**src/sv/utd_pkg.sv**
```systemverilog
// utd_pkg: shared types and constants of the utf-8 to utf-32 decoder
// used by utd_decode and utf8_to_utf32_decoder; no dependencies
package utd_pkg;

  localparam int unsigned ByteW  = 8;
  localparam int unsigned CodeW  = 21;
  localparam int unsigned LeftW  = 2;
  localparam int unsigned TdataInW  = 8;
  localparam int unsigned TdataOutW = 24;

  // lead byte classes
  localparam logic [ByteW-1:0] AsciiLimit = 8'h80;
  localparam logic [ByteW-1:0] Lead2Mask  = 8'hE0;
  localparam logic [ByteW-1:0] Lead2Code  = 8'hC0;
  localparam logic [ByteW-1:0] Lead3Mask  = 8'hF0;
  localparam logic [ByteW-1:0] Lead3Code  = 8'hE0;
  localparam logic [ByteW-1:0] Lead4Mask  = 8'hF8;
  localparam logic [ByteW-1:0] Lead4Code  = 8'hF0;

  // payload masks and follower counts
  localparam logic [ByteW-1:0] Pay2Mask = 8'h1F;
  localparam logic [ByteW-1:0] Pay3Mask = 8'h0F;
  localparam logic [ByteW-1:0] Pay4Mask = 8'h07;
  localparam logic [ByteW-1:0] FollowMask = 8'h3F;
  localparam logic [LeftW-1:0] Follow2 = 2'd1;
  localparam logic [LeftW-1:0] Follow3 = 2'd2;
  localparam logic [LeftW-1:0] Follow4 = 2'd3;
  localparam logic [LeftW-1:0] NoFollow = 2'd0;

  localparam logic [CodeW-1:0] ReplacementChar = 21'h00FFFD;

  // decoder state carried between bytes
  typedef struct packed {
    logic [LeftW-1:0] left;
    logic [CodeW-1:0] partial;
  } utd_state_t;

  // result of decoding one byte
  typedef struct packed {
    logic             emit;
    logic [CodeW-1:0] code;
    logic             final_pt;
    utd_state_t       state;
  } utd_result_t;

endpackage

```
**src/sv/utf8_to_utf32_decoder.sv**
```systemverilog
// utf8_to_utf32_decoder: top level, input register, decode and result register
// depends on utd_pkg and utd_decode
//
//  channel | ports            | tdata / tuser / tlast
//  --------+------------------+------------------------------------------
//  in      | in_tvalid/tready | tdata[7:0] text_byte, tlast end_of_text
//  out     | out_tvalid/tready| tdata[20:0] code_point (23:21 zero),
//          |                  | tlast final_point
//
// one byte per cycle sustained while the output is not stalled; each result passes
// through the input register, then decode into the result register
// a non-last byte that starts or continues a sequence gives no result, freeing its slot
// synchronous active-low reset clears the valid flags and the decoder state
// a stalled output holds the pipeline; in_tready drops only while both
// registers are full and out_tready is low
module utf8_to_utf32_decoder
  import utd_pkg::*;
(
  input  logic                 clk,
  input  logic                 rst_n,
  input  logic                 in_tvalid,
  output logic                 in_tready,
  input  logic [TdataInW-1:0]  in_tdata,   // [7:0] text_byte
  input  logic                 in_tlast,
  output logic                 out_tvalid,
  input  logic                 out_tready,
  output logic [TdataOutW-1:0] out_tdata,  // [20:0] code_point, [23:21] zero
  output logic                 out_tlast
);

  logic             in_valid_r;
  logic [ByteW-1:0] in_byte_r;
  logic             in_last_r;
  utd_state_t       state_r, state_nxt;
  logic             out_valid_r, out_valid_nxt;
  logic [CodeW-1:0] out_code_r;
  logic             out_last_r;
  utd_result_t      dec;
  logic             adv;
  logic             dec_fire;

  // pipeline moves when the result slot is free or being drained
  assign adv       = !out_valid_r || out_tready;
  assign in_tready = !in_valid_r || adv;
  assign dec_fire  = in_valid_r && adv;

  // input register
  always_ff @(posedge clk) begin
    if (!rst_n) begin
      in_valid_r <= 1'b0;
    end else if (in_tready) begin
      in_valid_r <= in_tvalid;
    end
    if (in_tready && in_tvalid) begin
      in_byte_r <= in_tdata[ByteW-1:0];
      in_last_r <= in_tlast;
    end
  end

  utd_decode u_decode (
    .state_i     (state_r),
    .text_byte   (in_byte_r),
    .end_of_text (in_last_r),
    .res_o       (dec)
  );

  // next state and next result valid
  always_comb begin
    state_nxt     = state_r;
    out_valid_nxt = out_valid_r && !out_tready;
    if (dec_fire) begin
      state_nxt     = dec.state;
      out_valid_nxt = dec.emit;
    end
  end

  // decoder state and result register
  always_ff @(posedge clk) begin
    if (!rst_n) begin
      state_r     <= '0;
      out_valid_r <= 1'b0;
    end else begin
      state_r     <= state_nxt;
      out_valid_r <= out_valid_nxt;
    end
    if (dec_fire && dec.emit) begin
      out_code_r <= dec.code;
      out_last_r <= dec.final_pt;
    end
  end

  assign out_tvalid = out_valid_r;
  assign out_tdata  = {{(TdataOutW-CodeW){1'b0}}, out_code_r};
  assign out_tlast  = out_last_r;

  // a last byte always produces a final result
  a_last_emits: assert property (@(posedge clk) disable iff (!rst_n)
    (dec_fire && in_last_r) |=> (out_valid_r && out_last_r))
    else $error("last byte did not produce a final result");

  // no followers pending means no partial code kept
  a_idle_clean: assert property (@(posedge clk) disable iff (!rst_n)
    (state_r.left == NoFollow) |-> (state_r.partial == '0))
    else $error("partial code left over with no followers pending");

  // a four-byte lead holds at most three payload bits
  a_lead4_width: assert property (@(posedge clk) disable iff (!rst_n)
    (state_r.left == Follow4) |-> (state_r.partial[CodeW-1:3] == '0))
    else $error("four-byte lead payload too wide");

  // state is cleared after the end of a text
  a_eot_clear: assert property (@(posedge clk) disable iff (!rst_n)
    (dec_fire && in_last_r) |=> (state_r == '0))
    else $error("state not cleared at end of text");

endmodule

```
**src/sv/utd_decode.sv**
```systemverilog
// utd_decode: combinational decode of one text byte against the current state
// depends on utd_pkg
module utd_decode
  import utd_pkg::*;
(
  input  utd_state_t       state_i,
  input  logic [ByteW-1:0] text_byte,
  input  logic             end_of_text,
  output utd_result_t      res_o
);

  always_comb begin
    res_o          = '0;
    res_o.state    = state_i;
    res_o.final_pt = end_of_text;
    if (state_i.left == NoFollow) begin
      // lead byte position
      if (text_byte < AsciiLimit) begin
        res_o.emit = 1'b1;
        res_o.code = {{(CodeW-ByteW){1'b0}}, text_byte};
      end else if ((text_byte & Lead2Mask) == Lead2Code) begin
        res_o.state.partial = {{(CodeW-ByteW){1'b0}}, text_byte & Pay2Mask};
        res_o.state.left    = Follow2;
      end else if ((text_byte & Lead3Mask) == Lead3Code) begin
        res_o.state.partial = {{(CodeW-ByteW){1'b0}}, text_byte & Pay3Mask};
        res_o.state.left    = Follow3;
      end else if ((text_byte & Lead4Mask) == Lead4Code) begin
        res_o.state.partial = {{(CodeW-ByteW){1'b0}}, text_byte & Pay4Mask};
        res_o.state.left    = Follow4;
      end else begin
        res_o.emit = 1'b1;
        res_o.code = ReplacementChar;
      end
    end else begin
      // follower position, top bits not checked
      res_o.state.partial = {state_i.partial[CodeW-7:0], text_byte[5:0]};
      res_o.state.left    = state_i.left - 2'd1;
      if (res_o.state.left == NoFollow) begin
        res_o.emit          = 1'b1;
        res_o.code          = res_o.state.partial;
        res_o.state.partial = '0;
      end
    end
    // end of text flushes a partial sequence
    if (end_of_text && !res_o.emit) begin
      res_o.emit = 1'b1;
      res_o.code = res_o.state.partial;
    end
    if (end_of_text) begin
      res_o.state = '0;
    end
  end

endmodule
```
**config.mk**
```make
export PLATFORM = sky130hd
export DESIGN_NAME = utf8_to_utf32_decoder
export DESIGN_NICKNAME = d
export VERILOG_FILES = /design/src/sv/utd_pkg.sv /design/src/sv/utf8_to_utf32_decoder.sv /design/src/sv/utd_decode.sv
export SDC_FILE = /design/constraint.sdc
export NUM_CORES = 1
export LEC_CHECK = 0
export BUFFER_PORTS_ARGS = -buffer_cell sky130_fd_sc_hd__buf_2
export CORE_AREA = 10 10 84 86
export DETAILED_ROUTE_END_ITERATION = 10
export DIE_AREA = 0 0 94 96
export PLACE_DENSITY_LB_ADDON = 0.25
export SYNTH_ARGS = -nofsm -noshare
export SYNTH_HDL_FRONTEND = slang
export SYNTH_SLANG_ARGS = --single-unit
```
**constraint.sdc**
```tcl
create_clock -name clk -period 3.1 [get_ports clk]
set_input_delay 0.155 -clock clk [delete_from_list [all_inputs] [get_ports clk]]
set_output_delay 0.155 -clock clk [all_outputs]
set_load 0.01 [all_outputs]
```
# [Word-level counts from Yosys, hierarchy flattened]
# Index checks and enable logic that the tools add are counted.
[word_totals] register_bits=56 inputBits=13
[op_classes] addsub=1 n_lt_le_gt_ge=1 eq_ne=5 muxes=15 reduce_logical=14
[ops] operator="2-to-1 mux 22 bit" n=7
[ops] operator="2-to-1 mux 23 bit" n=6
[ops] operator="2-to-1 mux 21 bit" n=1
[ops] operator="< comparator 8 bit (second input constant)" n=1
[ops] operator="equality test 5 bit (second input constant)" n=1
[ops] operator="logical AND 1 bit" n=5
[ops] operator="inequality test 5 bit (second input constant)" n=1
[ops] operator="equality test 4 bit (second input constant)" n=1
[ops] operator="logical NOT 1 bit" n=4
[ops] operator="logical NOT 2 bit" n=2
[ops] operator="equality test 3 bit (second input constant)" n=1
[ops] operator="inequality test 3 bit (second input constant)" n=1
[ops] operator="AND reduction 3 bit" n=1
[ops] operator="logical OR 1 bit" n=2
[ops] operator="subtractor 2 x 1 -> 2 bit (second input constant)" n=1
[ops] operator="2-to-1 mux 1 bit" n=1

# [Logic depth before layout (Yosys ltp)]
[logic_depth] depth_word=10 mapped_depth=6 mapped_depth_nobuf=4

# [By module]
# Synthesis repeated with hierarchy kept, for this count alone.
[hier_totals] cells_unflattened=254 hier_area_um2=2738.9
[modules_own_cells] mod="utf8_to_utf32_decoder" instances=1 cells_per_inst=147 area_per_inst_um2=1996.9 seq_area_each_um2=1431.4
[modules_own_cells] mod="utd_decode" instances=1 cells_per_inst=107 area_per_inst_um2=742.0 seq_area_each_um2=0.0

# [Worst setup path before layout]
# Ideal clock, no wire load.
[synth_path] path_type="register -> register" startpoint="reg in_byte_r[7]" endpoint="reg out_code_r[0], enable pin" setup_ps=408 t_arrival_ps=2159 setup_slack_ps=533 stages_incl_launch_ff=4 synth_period_minus_slack_ps=2567 cell_sequence="edfxtp_1 -> and2b_2 -> a31o_2 -> a21oi_1"
[synth_via] elab_chain_len=10
[synth_lines] element="start: declaration" line="utf8_to_utf32_decoder.sv:32" text="logic [ByteW-1:0] in_byte_r;"
[synth_lines] element="start signal: assignment" line="utf8_to_utf32_decoder.sv:55" text="in_byte_r <= in_tdata[ByteW-1:0];"
[synth_lines] element="equality test 5 bit" line="utd_decode.sv:27" text="end else if ((text_byte & Lead4Mask) == Lead4Code) begin"
[synth_lines] element="2-to-1 mux 22 bit" line="utd_decode.sv:27"
[synth_lines] element="2-to-1 mux 22 bit" line="utd_decode.sv:24" text="end else if ((text_byte & Lead3Mask) == Lead3Code) begin"
[synth_lines] element="2-to-1 mux 22 bit" line="utd_decode.sv:21" text="end else if ((text_byte & Lead2Mask) == Lead2Code) begin"
[synth_lines] element="2-to-1 mux 22 bit *" line="utd_decode.sv:18" text="if (text_byte < AsciiLimit) begin"
[synth_lines] element="2-to-1 mux 22 bit *" line="utd_decode.sv:16" text="if (state_i.left == NoFollow) begin"
[synth_lines] element="logical NOT 1 bit" line="utd_decode.sv:45" text="if (end_of_text && !res_o.emit) begin"
[synth_lines] element="logical AND 1 bit" line="utd_decode.sv:45"
[synth_lines] element="2-to-1 mux 22 bit *" line="utd_decode.sv:45"
[synth_lines] element="logical AND 1 bit *" line="utf8_to_utf32_decoder.sv:86" text="if (dec_fire && dec.emit) begin"
[synth_lines] element="end signal: assignment" line="utf8_to_utf32_decoder.sv:87" text="out_code_r <= dec.code;"
[synth_lines] element="end: declaration" line="utf8_to_utf32_decoder.sv:36" text="logic [CodeW-1:0] out_code_r;"
# Mark *: on every way between the ends. The rest lies on a longest branch, timed or not.
# A chain may end at the register's enable or synchronous reset.

# [Worst setup path after layout]
[layout_path] startpoint="reg out_valid_r, in the netlist out_tvalid" endpoint="reg state_r[1] (netlist bit)"
[layout_via] elab_chain_len=3
[layout_lines] element="start: declaration" line="utf8_to_utf32_decoder.sv:35" text="logic out_valid_r, out_valid_nxt;"
[layout_lines] element="start signal: assignment" line="utf8_to_utf32_decoder.sv:84" text="out_valid_r <= out_valid_nxt;"
[layout_lines] element="logical NOT 1 bit" line="utf8_to_utf32_decoder.sv:43" text="assign adv = !out_valid_r || out_tready;"
[layout_lines] element="logical OR 1 bit" line="utf8_to_utf32_decoder.sv:43"
[layout_lines] element="logical AND 1 bit" line="utf8_to_utf32_decoder.sv:45" text="assign dec_fire = in_valid_r && adv;"
[layout_lines] element="end signal: assignment" line="utf8_to_utf32_decoder.sv:83" text="state_r <= state_nxt;"
[layout_lines] element="end: declaration" line="utf8_to_utf32_decoder.sv:34" text="utd_state_t state_r, state_nxt;"
# No other way between the ends.

==> summary.txt <==
STA
  – Max-slew violations: 0
  – Setup TNS: 0 ns
  – Tcrit/Tclk final: 62.0%
  – Final min period: 1.92 ns
  – Worst hold margin: 0.0225 ns
  – Clock Skew: 0.00739 ns
  – Final hold violations: 0
  – Worst Setup Slack, final: 1.18 ns
  – Unrepaired setup endpoints after global routing: false
  – Slew Limit Headroom: 39.2%
  – Fmax: 0.521 GHz
  – Worst-Margin Slew: 0.906 ns
  – Final setup fails: 0

Yosys
  – Top_reg_cell synth: edfxtp_1
  – Post-synth EDFFs: 31
  – Simple-Gate Fraction of Synth Area: 14.6%
  – Post-Syn Area: 2230 um^2
  – Compound-Gate Fraction of Synth Area: 20.2%
  – Synth Area in Adders: 0%
  – Synthesis Warnings: 0
  – Synth Area in XOR/XNOR: 0%
  – Proportion of synthesized area in mux cells: 1.34%
  – Post-Synthesis Cells: 199
  – Largest family of logic cells by synthesized area: compound AO/OA/AOI/OAI gates
  – Async set or reset register ratio after synthesis: 0%
  – Synthesized flop and latch total: 50
  – Register area share after synthesis: 58.7%
  – Synth cell types: 40
  – Mean post-synth cell area: 11.2 um^2

Floorplanning
  – Io pins: 40
  – DIE AREA: 9020 um^2
  – Initial core utilization: 41.3%
  – Die width: 94 um
  – Die Span Y: 96 um
  – FP Rows: 27
  – Core Footprint: 5410 um^2

Final layout
  – Finished Layout Cells: 301
  – Area grow syn2layout: 13.7%
  – Post-route cell area: 2540 um^2
  – Number of antenna diodes: 0
  – Nets: 241
  – Fillers: 529
  – Share of layout cells above drive strength 1: 26.6%

Placed design
  – IO buf count: 36
  – Area after DPL: 2430 um^2
  – Detail Placement HPWL: 3130 um
  – Setup slack at placement: 1.20 ns
  – Placed insts: 293
  – GP Congestion: 0.818

Global routing
  – Initial antenna violation count: 0
  – First-pass GRT wire length: 7290 um
  – Largest net degree at the start of global routing: 23
  – GRT Overall Usage: 10.1%
  – Final global-route overflow total: 0
  – Vias in the first global route: 1471

CTS
  – Bufs on Longest Clock Path: 2
  – CTS tree: built
  – Hold_buf cts: 0
  – TritonCTS Buffers: 5
  – Root buf cell: clkbuf_8
  – # Post-CTS Setup Buffers: 0
  – Clock Latency Late Sink: 0.30 ns
  – Post-cts gate resize count: 0
  – CTS sink cnt: 50
  – CTS clk-pin slew, worst paths: 0.09 ns
  – Max H-tree Level: 2

Worst setup path
  – Required time worst endpoint: 3.32 ns
  – Worst path max stage delay: 0.64 ns
  – CP Cell Sequence: nand2b_1 -> nand2_1 -> or4_1 -> o22ai_1
  – Reg2reg start: out_tvalid
  – Worst Setup SP: out_tvalid
  – R2R Setup Slk: 1.18 ns
  – Worst path bufs/invs: 0
  – Setup CP Type: flop to flop
  – WP data arrival: 2.14 ns
  – CP endpoint kind: flop
  – Cell family with most CP delay: simple AND/OR/NAND/NOR gates
  – Startpoint Class: flop
  – Crit Path Max Fanout: 22
  – Slowest CP cell: or4_1

Min path
  – Hold/Removal Path Class: input port to flop
  – Hold_sp: in_tdata[7]

Route
  – Post-DR vias/cell: 5.05
  – DR pass1 iterations: 4
  – WL/cell: 14.7 um
  – DRC violations left: 0
  – Post-DRT Antenna Nets: 0
  – Iteration-0 DRC Markers: 84
  – Via count: 1521
  – Post-Route WL: 4410 um

Job
  – Max Cap Violations: 0

Outcome
  – Outcome: complete, no violations

Power
  – Static Leakage: 0.957 nW
  – Peak supply drop: 0.180 mV
  – PwrDens: 517 nW/um^2
[layout by cell type (no fill, tap or decap), types with 6 or more instances in the layout]
cell type / instances
and2_1: 6
nor2b_1: 6
nand2_1: 23
a21o_1: 10
o21ai_1: 6
buf_2: 36
dfxtp_1: 19
a21oi_2: 6
o21ai_0: 11
a21oi_1: 13
edfxtp_1: 31
[report_power, final]
part	leakage [nW]	switching [mW]	total (mW)	internal, mW
logic	0.457	0.0662	0.108	0.0418
clock network	0.0504	0.211	0.450	0.240
registers	0.449	0.0195	0.754	0.734
total	0.957	0.296	1.31	1.02
[logic make-up after synthesis]
family          Yosys count
compound gates           65
mux                       3
simple gates             59
flops                    50
other cells               1
buf+inv                  21
[per-layer routing]
layer,track usage (%),part of all wire [%]
met5,0,0
met4,3.92,1.5
met3,3.74,7.9
met2,14.7,42
met1,13.2,49
[through the flow]
| stage | total power [mW] | utilization [%] |
|---|---|---|
| global route | 1.37 | 47.0 |
| finish | 1.31 | 47.0 |
| CTS | 1.32 | 47.0 |
| detailed placement | 0.878 | 44.9 |
| floorplan | 0.843 | - |
| global placement | 0.877 | 44.9 |
[cells in the mapped netlist, types with 2 or more instances]
library cell	count	area share, %
mux2i_1	3	1.3
a21oi_1	14	3.1
buf_2	5	1.1
inv_1	4	0.67
a21boi_0	4	1.3
nor2b_1	6	1.7
o21ai_1	6	1.3
nand3_1	2	0.45
o41ai_2	2	1.5
o22ai_1	5	1.4
a31o_2	2	0.78
clkbuf_1	5	0.84
nor2_1	5	0.84
nand4_1	3	0.84
buf_6	2	1.0
nand2_1	23	3.9
buf_4	3	1.0
or4_1	2	0.67
and2_1	6	1.7
buf_1	2	0.34
dfxtp_1	19	17
a21o_1	10	3.4
nand2b_1	4	1.1
a21oi_2	5	2.0
edfxtp_1	31	42
nand3b_1	2	0.67
o21ai_0	11	2.5
[final timing paths]
check,depth (start not counted),endpoint
setup / recovery,4,state_r[1]
hold / removal,1,in_byte_r[7]
setup reg to reg,4,state_r[1]
hold reg to reg,2,state_r[9]
[sequential cells by signal (all words and copies together) (netlist names)]
| name | cells |
|---|---|
| state_r | 17 |
| out_tvalid | 1 |
| in_last_r | 1 |
| out_code_r | 21 |
| in_valid_r | 1 |
| out_tlast | 1 |
| in_byte_r | 8 |
[final cells by class]
| type | instances | area (um^2) | share of cell area (%) |
|---|---|---|---|
| flip-flops and latches | 50 | 1310 | 51.6 |
| multi-input cells | 130 | 822 | 32.4 |
| repair buffers | 37 | 188 | 7.39 |
| well taps | 72 | 90.1 | 3.55 |
| clock buffers | 5 | 68.8 | 2.71 |
| clock inverters | 3 | 45.0 | 1.77 |
| inverters | 4 | 15.0 | 0.591 |
Note: power is estimated with default switching activity, not from simulation.
